## config.mk

```make
export PLATFORM = sky130hd
export DESIGN_NAME = polygon_area_centroid_core
export DESIGN_NICKNAME = d
export VERILOG_FILES = /design/src/rtl/pac_pkg.sv /design/src/rtl/pac_div.sv /design/src/rtl/polygon_area_centroid_core.sv
export SDC_FILE = /design/constraint.sdc
export NUM_CORES = 2
export LEC_CHECK = 0
export BUFFER_PORTS_ARGS = -buffer_cell sky130_fd_sc_hd__buf_4
export CORE_ASPECT_RATIO = 1.2
export CORE_MARGIN = 5
export CORE_UTILIZATION = 46
export DETAILED_ROUTE_END_ITERATION = 10
export MAX_ROUTING_LAYER = met4
export PLACE_DENSITY = 0.69
export SLEW_MARGIN = 20
export SYNTH_ARGS = -nofsm -noshare
export SYNTH_HDL_FRONTEND = slang
export SYNTH_HIERARCHICAL = 1
export SYNTH_SLANG_ARGS = --single-unit
```

## constraint.sdc

```tcl
create_clock -name clock -period 9.61 [get_ports clock]
set_input_delay 0.4805 -clock clock [delete_from_list [all_inputs] [get_ports clock]]
set_output_delay 0.4805 -clock clock [all_outputs]
set_load 0.03 [all_outputs]
```

## src/rtl/pac_pkg.sv

```systemverilog
package pac_pkg;

   // Port width of one coordinate field
   localparam int COORD_W = 16;

   // Running sum widths; sums wrap two's complement at these widths
   localparam int AREA_W = 40;
   localparam int MOM_W  = 56;

   // Divisor width: three times a 40-bit signed twice-area
   localparam int DEN_W  = 42;

   // Status of the shared divider as seen by the sequencer
   typedef struct packed {
      logic busy;
      logic done;
   } div_status_type;

endpackage

```

## src/rtl/pac_div.sv

```systemverilog
// Radix-2 restoring divider for the centroid.
// Signed numerator over signed nonzero divisor. The quotient is truncated
// toward zero and saturated to the signed COORD_BITS range.
// One quotient bit per cycle; result is valid while status.done is high.
module pac_div
   import pac_pkg::*;
#(
   parameter int COORD_BITS = 16
) (
   input  logic                         clock,
   input  logic                         reset,
   input  logic                         start,
   input  logic signed [MOM_W-1:0]      num,
   input  logic signed [DEN_W-1:0]      den,
   output div_status_type               status,
   output logic signed [COORD_BITS-1:0] quo
);

   localparam int CNT_W = $clog2(MOM_W);
   localparam logic [CNT_W-1:0] CNT_LAST = CNT_W'(MOM_W - 1);
   localparam logic [MOM_W-1:0] SAT_HI = MOM_W'((64'd1 << (COORD_BITS - 1)) - 64'd1);
   localparam logic [MOM_W-1:0] SAT_LO_MAG = SAT_HI + MOM_W'(1);

   typedef enum logic [1:0] {
      IDLE,
      RUN,
      SAT
   } div_state_type;

   div_state_type           state_ff;
   logic                    done_ff;
   logic [CNT_W-1:0]        cnt_ff;
   logic [DEN_W-1:0]        rem_ff;
   logic [MOM_W-1:0]        quo_ff;
   logic [DEN_W-1:0]        den_mag_ff;
   logic                    neg_ff;
   logic signed [COORD_BITS-1:0] result_ff;

   logic [DEN_W:0]          shifted;
   logic [DEN_W+1:0]        trial;
   logic [MOM_W-1:0]        sat_val;

   // One restoring step: shift in the next dividend bit, try the subtract
   always_comb begin
      shifted = {rem_ff, quo_ff[MOM_W-1]};
      trial   = {1'b0, shifted} - {2'b00, den_mag_ff};
   end

   // Saturate the magnitude, then apply the sign
   always_comb begin
      if (!neg_ff) begin
         sat_val = (quo_ff > SAT_HI) ? SAT_HI : quo_ff;
      end else begin
         sat_val = (quo_ff > SAT_LO_MAG) ? (MOM_W'(0) - SAT_LO_MAG) : (MOM_W'(0) - quo_ff);
      end
   end

   // Sequencer and datapath
   always_ff @(posedge clock) begin
      if (reset) begin
         state_ff <= IDLE;
         done_ff  <= 1'b0;
      end else begin
         done_ff <= 1'b0;
         unique case (state_ff)
            IDLE: begin
               if (start) begin
                  state_ff <= RUN;
               end
            end
            RUN: begin
               if (cnt_ff == CNT_LAST) begin
                  state_ff <= SAT;
               end
            end
            SAT: begin
               state_ff <= IDLE;
               done_ff  <= 1'b1;
            end
            default: begin
               state_ff <= IDLE;
            end
         endcase
      end
   end

   always_ff @(posedge clock) begin
      unique case (state_ff)
         IDLE: begin
            if (start) begin
               cnt_ff     <= '0;
               rem_ff     <= '0;
               quo_ff     <= num[MOM_W-1] ? (MOM_W'(0) - MOM_W'(num)) : MOM_W'(num);
               den_mag_ff <= den[DEN_W-1] ? (DEN_W'(0) - DEN_W'(den)) : DEN_W'(den);
               neg_ff     <= num[MOM_W-1] ^ den[DEN_W-1];
            end
         end
         RUN: begin
            cnt_ff <= cnt_ff + CNT_W'(1);
            if (!trial[DEN_W+1]) begin
               rem_ff <= trial[DEN_W-1:0];
               quo_ff <= {quo_ff[MOM_W-2:0], 1'b1};
            end else begin
               rem_ff <= shifted[DEN_W-1:0];
               quo_ff <= {quo_ff[MOM_W-2:0], 1'b0};
            end
         end
         SAT: begin
            result_ff <= sat_val[COORD_BITS-1:0];
         end
         default: begin
         end
      endcase
   end

   assign status.busy = (state_ff != IDLE);
   assign status.done = done_ff;
   assign quo         = result_ff;

   // A start only reaches an idle divider
   a_start_idle: assert property (@(posedge clock) disable iff (reset)
      start |-> (state_ff == IDLE))
      else $error("divider started while busy");

   // Done is a single-cycle pulse after the saturation step
   a_done_pulse: assert property (@(posedge clock) disable iff (reset)
      done_ff |=> !done_ff)
      else $error("divider done held longer than one cycle");

   // A run always covers the full quotient width before saturation
   a_run_len: assert property (@(posedge clock) disable iff (reset)
      (state_ff == SAT) |-> ($past(cnt_ff) == CNT_LAST))
      else $error("divider left run early");

endmodule

```

## src/rtl/polygon_area_centroid_core.sv

```systemverilog
// Shoelace polygon area and centroid. Vertices arrive one per transfer on
// req_ as signed Q7.8 x and y; req_last_vertex closes the polygon back to
// its first vertex, and one result transfer on rsp_ then carries twice the
// signed area (16 fraction bits) and the centroid (Q7.8, truncated toward
// zero and saturated). With fewer than three vertices or a zero area the
// centroid is 0 and rsp_centroid_valid is low. Each vertex after the first
// of a polygon takes six sequencer steps around the shared 17x33
// multiplier per edge. The last vertex adds the closing edge back to the
// first and, when the centroid is valid, two passes of the
// one-bit-per-cycle divider over 56 quotient bits. The result then waits
// for the output register to free up.
// req_stall is high for the whole time a vertex is being worked on; a
// finished result waits in the output register while the next polygon
// streams in.
module polygon_area_centroid_core
   import pac_pkg::*;
#(
   parameter int COORD_BITS = 16
) (
   input  logic                     clock,
   input  logic                     reset,
   input  logic                     req_valid,
   output logic                     req_stall,
   input  logic [COORD_W-1:0]       req_vert_x,
   input  logic [COORD_W-1:0]       req_vert_y,
   input  logic                     req_last_vertex,
   output logic                     rsp_valid,
   input  logic                     rsp_stall,
   output logic [AREA_W-1:0]        rsp_twice_area,
   output logic [COORD_W-1:0]       rsp_centroid_x,
   output logic [COORD_W-1:0]       rsp_centroid_y,
   output logic                     rsp_centroid_valid
);

   localparam int OPA_W  = COORD_BITS + 1;
   localparam int CRS_W  = 2 * COORD_BITS;
   localparam int OPB_W  = 2 * COORD_BITS + 1;
   localparam int PROD_W = OPA_W + OPB_W;

   typedef enum logic [3:0] {
      IDLE,
      MUL_PC,
      MUL_CP,
      DIFF,
      MOM_X,
      MOM_Y,
      ACC_Y,
      FINISH,
      DIV_X,
      DIV_Y,
      RESULT
   } seq_state_type;

   seq_state_type state_ff, state_in;
   logic          closing_ff;
   logic          div_start_ff;
   logic          rsp_valid_ff;
   logic [AREA_W-1:0]  rsp_area_ff;
   logic [COORD_W-1:0] rsp_cx_ff;
   logic [COORD_W-1:0] rsp_cy_ff;
   logic               rsp_cvalid_ff;

   logic signed [COORD_BITS-1:0] first_x_ff, first_y_ff;
   logic signed [COORD_BITS-1:0] prev_x_ff, prev_y_ff;
   logic signed [COORD_BITS-1:0] in_x_ff, in_y_ff;
   logic                         in_last_ff;
   logic [1:0]                   vertex_seen_ff;
   logic [AREA_W-1:0]            area_sum_ff;
   logic [MOM_W-1:0]             mom_x_sum_ff, mom_y_sum_ff;

   logic signed [PROD_W-1:0]     prod_ff;
   logic signed [CRS_W-1:0]      cross_ff;
   logic signed [OPB_W-1:0]      a_ff;
   logic signed [OPA_W-1:0]      sx_ff, sy_ff;
   logic signed [DEN_W-1:0]      den_ff;
   logic                         cvalid_ff;
   logic signed [COORD_BITS-1:0] cx_ff, cy_ff;

   logic                         req_accept;
   logic                         rsp_xfer;
   logic                         out_free;
   logic signed [COORD_BITS-1:0] vx, vy;
   logic signed [COORD_BITS-1:0] p_x, p_y, c_x, c_y;
   logic signed [OPA_W-1:0]      mul_a;
   logic signed [OPB_W-1:0]      mul_b;
   logic signed [AREA_W-1:0]     area_s;
   logic                         fin_valid;
   logic signed [MOM_W-1:0]      div_num;
   div_status_type               div_stat;
   logic signed [COORD_BITS-1:0] div_quo;

   assign req_stall  = reset | (state_ff != IDLE);
   assign req_accept = req_valid & ~req_stall;
   assign rsp_xfer   = rsp_valid_ff & ~rsp_stall;
   assign out_free   = ~rsp_valid_ff | ~rsp_stall;

   // Coordinates are taken from the low COORD_BITS bits
   assign vx = req_vert_x[COORD_BITS-1:0];
   assign vy = req_vert_y[COORD_BITS-1:0];

   // Edge endpoints: previous to current, or current back to first
   assign p_x = closing_ff ? in_x_ff : prev_x_ff;
   assign p_y = closing_ff ? in_y_ff : prev_y_ff;
   assign c_x = closing_ff ? first_x_ff : in_x_ff;
   assign c_y = closing_ff ? first_y_ff : in_y_ff;

   // Operand select for the shared multiplier
   always_comb begin
      mul_a = '0;
      mul_b = '0;
      case (state_ff)
         MUL_PC: begin
            mul_a = OPA_W'(p_x);
            mul_b = OPB_W'(c_y);
         end
         MUL_CP: begin
            mul_a = OPA_W'(c_x);
            mul_b = OPB_W'(p_y);
         end
         MOM_X: begin
            mul_a = sx_ff;
            mul_b = a_ff;
         end
         MOM_Y: begin
            mul_a = sy_ff;
            mul_b = a_ff;
         end
         default: begin
         end
      endcase
   end

   assign area_s    = area_sum_ff;
   assign fin_valid = (vertex_seen_ff == 2'd3) && (area_sum_ff != '0);
   assign div_num   = (state_ff == DIV_X) ? mom_x_sum_ff : mom_y_sum_ff;

   // Next state
   always_comb begin
      state_in = state_ff;
      unique case (state_ff)
         IDLE: begin
            if (req_accept) begin
               if (vertex_seen_ff == 2'd0) begin
                  state_in = req_last_vertex ? FINISH : IDLE;
               end else begin
                  state_in = MUL_PC;
               end
            end
         end
         MUL_PC: state_in = MUL_CP;
         MUL_CP: state_in = DIFF;
         DIFF:   state_in = MOM_X;
         MOM_X:  state_in = MOM_Y;
         MOM_Y:  state_in = ACC_Y;
         ACC_Y: begin
            if (closing_ff) begin
               state_in = FINISH;
            end else begin
               state_in = in_last_ff ? MUL_PC : IDLE;
            end
         end
         FINISH: state_in = fin_valid ? DIV_X : RESULT;
         DIV_X: begin
            if (div_stat.done) begin
               state_in = DIV_Y;
            end
         end
         DIV_Y: begin
            if (div_stat.done) begin
               state_in = RESULT;
            end
         end
         RESULT: begin
            if (out_free) begin
               state_in = IDLE;
            end
         end
         default: state_in = IDLE;
      endcase
   end

   // Sequencer state and registered outputs
   always_ff @(posedge clock) begin
      if (reset) begin
         state_ff     <= IDLE;
         closing_ff   <= 1'b0;
         div_start_ff <= 1'b0;
         rsp_valid_ff <= 1'b0;
      end else begin
         state_ff     <= state_in;
         div_start_ff <= ((state_ff == FINISH) && fin_valid) ||
                         ((state_ff == DIV_X) && div_stat.done);
         if (state_ff == ACC_Y && !closing_ff && in_last_ff) begin
            closing_ff <= 1'b1;
         end
         if (rsp_xfer) begin
            rsp_valid_ff <= 1'b0;
         end
         if (state_ff == RESULT && out_free) begin
            closing_ff    <= 1'b0;
            rsp_valid_ff  <= 1'b1;
            rsp_area_ff   <= (vertex_seen_ff == 2'd3) ? area_sum_ff : '0;
            rsp_cx_ff     <= COORD_W'(cx_ff);
            rsp_cy_ff     <= COORD_W'(cy_ff);
            rsp_cvalid_ff <= cvalid_ff;
         end
      end
   end

   // Polygon state: first and previous vertex, count and running sums
   always_ff @(posedge clock) begin
      if (reset) begin
         first_x_ff     <= '0;
         first_y_ff     <= '0;
         prev_x_ff      <= '0;
         prev_y_ff      <= '0;
         vertex_seen_ff <= 2'd0;
         area_sum_ff    <= '0;
         mom_x_sum_ff   <= '0;
         mom_y_sum_ff   <= '0;
      end else begin
         if (req_accept) begin
            if (vertex_seen_ff == 2'd0) begin
               first_x_ff <= vx;
               first_y_ff <= vy;
               prev_x_ff  <= vx;
               prev_y_ff  <= vy;
            end
            if (vertex_seen_ff != 2'd3) begin
               vertex_seen_ff <= vertex_seen_ff + 2'd1;
            end
         end
         if (state_ff == MOM_X) begin
            area_sum_ff <= area_sum_ff + AREA_W'(a_ff);
         end
         if (state_ff == MOM_Y) begin
            mom_x_sum_ff <= mom_x_sum_ff + MOM_W'(prod_ff);
         end
         if (state_ff == ACC_Y) begin
            mom_y_sum_ff <= mom_y_sum_ff + MOM_W'(prod_ff);
            if (!closing_ff) begin
               prev_x_ff <= in_x_ff;
               prev_y_ff <= in_y_ff;
            end
         end
         if (state_ff == RESULT && out_free) begin
            first_x_ff     <= '0;
            first_y_ff     <= '0;
            prev_x_ff      <= '0;
            prev_y_ff      <= '0;
            vertex_seen_ff <= 2'd0;
            area_sum_ff    <= '0;
            mom_x_sum_ff   <= '0;
            mom_y_sum_ff   <= '0;
         end
      end
   end

   // Working registers: input vertex, multiplier, cross term, edge sums, divisor, centroid
   always_ff @(posedge clock) begin
      if (req_accept) begin
         in_x_ff    <= vx;
         in_y_ff    <= vy;
         in_last_ff <= req_last_vertex;
      end
      prod_ff <= mul_a * mul_b;
      if (state_ff == MUL_CP) begin
         cross_ff <= prod_ff[CRS_W-1:0];
      end
      if (state_ff == DIFF) begin
         a_ff  <= OPB_W'(cross_ff) - OPB_W'($signed(prod_ff[CRS_W-1:0]));
         sx_ff <= OPA_W'(c_x) + OPA_W'(p_x);
         sy_ff <= OPA_W'(c_y) + OPA_W'(p_y);
      end
      if (state_ff == FINISH) begin
         cvalid_ff <= fin_valid;
         den_ff    <= DEN_W'(area_s) + (DEN_W'(area_s) <<< 1);
         cx_ff     <= '0;
         cy_ff     <= '0;
      end
      if (state_ff == DIV_X && div_stat.done) begin
         cx_ff <= div_quo;
      end
      if (state_ff == DIV_Y && div_stat.done) begin
         cy_ff <= div_quo;
      end
   end

   pac_div #(
      .COORD_BITS(COORD_BITS)
   ) u_div (
      .clock (clock),
      .reset (reset),
      .start (div_start_ff),
      .num   (div_num),
      .den   (den_ff),
      .status(div_stat),
      .quo   (div_quo)
   );

   assign rsp_valid          = rsp_valid_ff;
   assign rsp_twice_area     = rsp_area_ff;
   assign rsp_centroid_x     = rsp_cx_ff;
   assign rsp_centroid_y     = rsp_cy_ff;
   assign rsp_centroid_valid = rsp_cvalid_ff;

   // Divider is only kicked while the sequencer waits on it
   a_div_start: assert property (@(posedge clock) disable iff (reset)
      div_start_ff |-> (state_ff == DIV_X || state_ff == DIV_Y))
      else $error("divider start outside a division step");

   // Divider only runs during the two division steps
   a_div_busy: assert property (@(posedge clock) disable iff (reset)
      div_stat.busy |-> (state_ff == DIV_X || state_ff == DIV_Y))
      else $error("divider busy outside a division step");

   // An invalid centroid goes out as zero, a valid one with nonzero area
   a_rsp_zero: assert property (@(posedge clock) disable iff (reset)
      rsp_valid_ff |-> (rsp_cvalid_ff ? (rsp_area_ff != '0)
                                      : (rsp_cx_ff == '0 && rsp_cy_ff == '0)))
      else $error("centroid and valid flag disagree");

   // Delivering a result leaves a clean polygon state behind
   a_clear: assert property (@(posedge clock) disable iff (reset)
      (state_ff == RESULT && out_free) |=>
         (vertex_seen_ff == 2'd0 && area_sum_ff == '0 && !closing_ff))
      else $error("polygon state not cleared after result");

endmodule
```

Yosys cells after proc, flatten, opt, wreduce, memory -nomap -nowiden
Index checks and enable logic that the tools add are counted. W data, S select, Z words.

Register bits: 721. Bits of input ports: 37. Output and inout port bits: 75. Word-level logic and storage cells: 157.

Add/subtract/negate cells: 13. $mul: 1. $lt $le $gt $ge: 2. Equal/unequal tests: 21. Multiplexer cells: 47. Bitwise logic cells: 9. Reductions and logical operators: 27.

Operators by type and width (number): $mux W16 (18); $mux W56 (3); $add A56 B56 Y56 (2); $pmux W56 S2 (1); $pmux W33 S3 (1); $mux W42 (2); $pmux W42 S2 (1); $pmux W17 S4 (1); $gt A56 B15 Y1 const B (1); $gt A56 B16 Y1 const B (1); $sub A1 B56 Y56 const A (1); $mul A17 B33 Y50 (1); $pmux W4 S11 (1); $sub A43 B42 Y44 (1); $add A40 B41 Y42 (1); $sub A1 B42 Y42 const A (1); $mux W41 (1); $add A40 B40 Y40 (1); $reduce_bool A40 Y1 (1); $add A16 B16 Y17 (2); $sub A32 B32 Y33 (1); $eq A4 B3 Y1 const B (4); $mux W4 (4); $sub A1 B16 Y16 const A (1); other kinds (30) (68).

Longest topological paths before layout
Depth after elaboration: 7. Depth in mapped cells: 33. Gate-level depth less buffers: 30.

Cells and area by module
Netlist, hierarchy kept.

By module, submodules not included: polygon_area_centroid_core (times used 1, cells each 5864, area each 52661.8 um^2, sequential area each 13913.3 um^2); pac_div (times used 1, cells each 1209, area each 11213.3 um^2, sequential area each 4954.8 um^2).

Worst setup path before layout
OpenSTA, ideal clock, no wires.

Path kind: reg2reg. From: reg state_ff[1] (netlist name). To: reg prod_ff[36]. Library setup time: 0.124 ns. Data arrival time: 8.506 ns. Required time: 9.486 ns. Setup slack: 0.980 ns. Stages on the path, launching flop included: 33. Path buffers: 4. Period minus slack after synthesis: 8.630 ns. Cells stage by stage: dfxtp_1 -> clkbuf_1 -> nor2b_1 -> nand2_1 -> inv_2 -> buf_1 -> nand2_1 -> nand4_1 -> clkbuf_1 -> buf_1 -> nand2_1 -> fa_1 -> inv_1 -> fa_1 -> inv_1 -> fa_1 -> inv_1 -> fa_1 -> fa_1 -> inv_1 -> fa_1 -> inv_1 -> ha_1 -> a21o_1 -> a21oi_1 -> nor2_1 -> o41a_1 -> a221o_1 -> o21ai_1 -> nand2_1 -> or3_1 -> a31oi_1 -> xnor2_1.

RTL lines: end signal, assigned (line polygon_area_centroid_core.sv:266) `prod_ff <= mul_a * mul_b;`; end, declared (line polygon_area_centroid_core.sv:71) `logic signed [PROD_W-1:0] prod_ff;`.

==> run metrics <==
vias in the first global route=51910; total CTS buffers=76; Met2 Wirelength=91620 microns; routed vias/inst=5.763; vias=51640; VDD IR max=0.0001645 V; Pleak=0.03061 uW; ys flop type=edfxtp_1; PwrDens=200.1 nW/um^2; Clk pin slew, worst setup/hold paths=0.06 ns; TNS Setup=0 ns; TritonCTS clock tree=yes; post_cts resized=0; Avg Inst Size Synth=9.031 sq um; Skew-Pair Late Insertion Delay=0.68 ns; share of layout cells above drive strength 1=7.546%; net count after synthesis=8091; Yosys cell types=95; Post-Syn Instances=7073; WP data required=10.20 ns; CP endpoint kind=flip-flop; worst-case clock skew=0.04059 ns; worst slew pin tran=1.108 ns; Port-buffer cells=111; Post-Syn Area=63880 sq um; metal3 WL=12660 microns; Pins Over Slew Limit=0; Synth top area share=20.83%; Critical Path Fanout Max=18; Remaining Overflow, GRT=0; minimum clock period=9.079 ns; Area contributors post-synth=edfxtp_1 21%, fa_1 17%, dfxtp_1 8.7%; routed wire length=190300 microns; Slew HR=26.15%; die width=350.2 microns; GR Util All Layers=26.34%; Register Area=18870 sq um; EDFF count, synth=443; Post-DRT Antenna Nets=0; DR iter-0 viols=4046; worst reg2reg setup slack=0.53 ns; Nets=8097; max_cap viols=0; Fmax=0.1101 GHz; pin count of the biggest net entering global routing=114; Initial Utilization=46.36%; internal power=7852 uW; CP max stage cell=dfxtp_1; Final period util=94.48%; Hold Crit Class=in -> reg; Routed WL per cell=21.23 microns; Final HPWL DP=149600 microns; Std-Cell Rows=149; RSZ-0062 raised after global routing=false; Initial DRT Pass Iterations=6; Min Hold Slack=0.03883 ns; switching power total=6090 uW; # fillers=12750; worst reg2reg path depth=26; flops & latches, synth=721; Top Metal Used=met4; Max Buffers Root-to-Sink=3; setup bufs post-CTS=0; Worst Setup EP=prod_ff[48]$_DFF_P_; Pwr Total=13940 uW; Finish-stage setup viols=0; RR Endpoint=prod_ff[48]$_DFF_P_; gpl congestion=0.9859; biggest cell delay along the critical path=0.57 ns; I/O pin count=112; synthesis-to-finish area growth=9.079%; Ys Warns=6; crit path from=state_ff[1]$_SDFFE_PP0P_; ys async rst share=0%; # DRC=0; outcome=finished, final reports clean; chip height=418.2 microns; met1 WL=74500 microns; combinational power share=48.7%; CTS Sinks=721; Seq pwr share=28.5%; die area=146400 sq um; final core utilization=50.57%; Final Hold Fails=0; CP most frequent cell=fa_1; Switching Share=43.68%; H-tree depth=3; cell taking the most area after synthesis=edfxtp_1; initial antenna violation count=6; startpoint types=flip-flop; Clk Tree Root Cell=clkbuf_16; Arrival @ worst endpoint=9.67 ns; register area share after synthesis=29.54%; Clk pwr share=22.8%; Core ar.=137800 sq um; critical path type=reg -> reg; FF-to-FF Start=state_ff[1]$_SDFFE_PP0P_; global-route wire length before repair=293100 microns; Multi-input gate area=40980 sq um
==> registers in the layout (all words and copies together), names as in the netlist, 17 cells and up <==
| register | count |
|---|---|
| u_div/den_mag_ff | 42 |
| den_ff | 42 |
| u_div/quo_ff | 56 |
| cross_ff | 32 |
| a_ff | 33 |
| u_div/rem_ff | 42 |
| area_s | 40 |
| mom_x_sum_ff | 56 |
| prod_ff | 50 |
| rsp_twice_area | 40 |
| sx_ff | 17 |
| mom_y_sum_ff | 56 |
| sy_ff | 17 |
==> per-layer routing <==
layer	track usage [%]	up-vias
met5	-	-
met1	31.29	25250
met2	43.79	1787
met3	3.569	505
li1	-	24100
met4	13.83	0
==> repair_timing <==
action                                 CTS  global route
endpoints found under the hold margin   25             0
setup endpoints to repair                0             0
hold buffers                            25             0
==> synth_stat cells, drive strengths merged (67+ instances only) <==
| cell | count |
|---|---|
| a21o | 186 |
| nor3 | 69 |
| ha | 437 |
| xnor2 | 225 |
| o21ai | 339 |
| nand2 | 961 |
| clkbuf | 284 |
| a211oi | 67 |
| dfxtp | 278 |
| mux2 | 116 |
| a21oi | 489 |
| fa | 544 |
| xor2 | 139 |
| inv | 801 |
| edfxtp | 443 |
| and3 | 86 |
| nor2 | 546 |
| and2 | 82 |
| nand4 | 73 |
| nand3 | 129 |
| a31oi | 83 |
==> cell families after synthesis <==
| logic type | after synthesis | synth area share, % |
|---|---|---|
| DFF | 721 | 29.54 |
| buffers and inverters | 1111 | 6.544 |
| AOI/OAI and AO/OA | 1521 | 15.04 |
| xor gates and xnor gates | 364 | 4.991 |
| and+or+nand+nor | 2239 | 15.92 |
| muxes | 136 | 2.358 |
| adders and majority gates | 981 | 25.61 |
==> worst max-delay path: cells and delay by family (launching register included) <==
kind / cells / cell delay [ns]
adder cells (fa/ha/maj): 7 / 3.49
AO/OA/AOI/OAI: 6 / 1.81
buffers and inverters: 6 / 1.48
AND/OR/NAND/NOR: 6 / 1.42
flip-flops: 1 / 0.57
XOR/XNOR: 1 / 0.19
==> layout by cell type (no fill, tap or decap), types with 84 or more instances in the layout <==
cell type,count
clkbuf_16,84
and3_1,85
nand2_1,960
fa_1,544
ha_1,437
nand3_1,128
xor2_1,139
a21oi_1,485
edfxtp_1,443
mux2_2,115
buf_4,212
xnor2_1,225
nor2_1,542
inv_1,797
o21ai_0,297
dfxtp_1,277
a21o_1,186
==> cell type report <==
type | count | area share, %
tap | 1812 | 3.254
multi-input combinational | 5241 | 58.82
inverter | 802 | 4.321
sequential | 721 | 27.08
clock inverter | 34 | 0.5980
clock buffer | 108 | 3.261
antenna | 6 | 0.02155
timing repair buffer | 237 | 2.643
==> stage by stage <==
step / cells / worst slack, ns / area, sq um
after CTS: 8955 / 0.6581 / 69660
final: 8961 / 0.5309 / 69670
after detailed placement: 8788 / 0.6927 / 66720
after global routing: 8959 / 0.1787 / 69670
after floorplan: 7073 / 0.9804 / 63880
after global placement: 8788 / 0.9460 / 66720
==> worst min path at each step <==
stage | depth (start not counted) | slack (ns) | to | startpoint
6_report | 1 | 0.04 | in_y_ff[8]$_DFFE_PP_ | req_vert_y[8]
5_1_grt | 1 | 0.03 | in_y_ff[8]$_DFFE_PP_ | req_vert_y[8]
4_1_cts | 1 | 0.0009 | in_y_ff[8]$_DFFE_PP_ | req_vert_y[8]
3_5_place_dp | 0 | 0.40 | rsp_centroid_y[13]$_DFFE_PP_ | cy_ff[13]$_SDFFCE_PN0P_
3_3_place_gp | 0 | 0.40 | rsp_centroid_y[11]$_DFFE_PP_ | cy_ff[11]$_SDFFCE_PN0P_
2_1_floorplan | 0 | 0.40 | rsp_centroid_valid$_DFFE_PP_ | cvalid_ff$_DFFE_PP_
==> power groups by stage <==
| stage | clock network, uW | logic, uW | registers, uW |
|---|---|---|---|
| after detailed placement | 0 | 6660 | 4040 |
| after global routing | 3350 | 7460 | 3980 |
| final | 3180 | 6790 | 3980 |
| after floorplan | 0 | 4680 | 3820 |
| after CTS | 3240 | 6720 | 3970 |
| after global placement | 0 | 6570 | 4030 |
No activity file was read; power rests on OpenSTA's default activity.
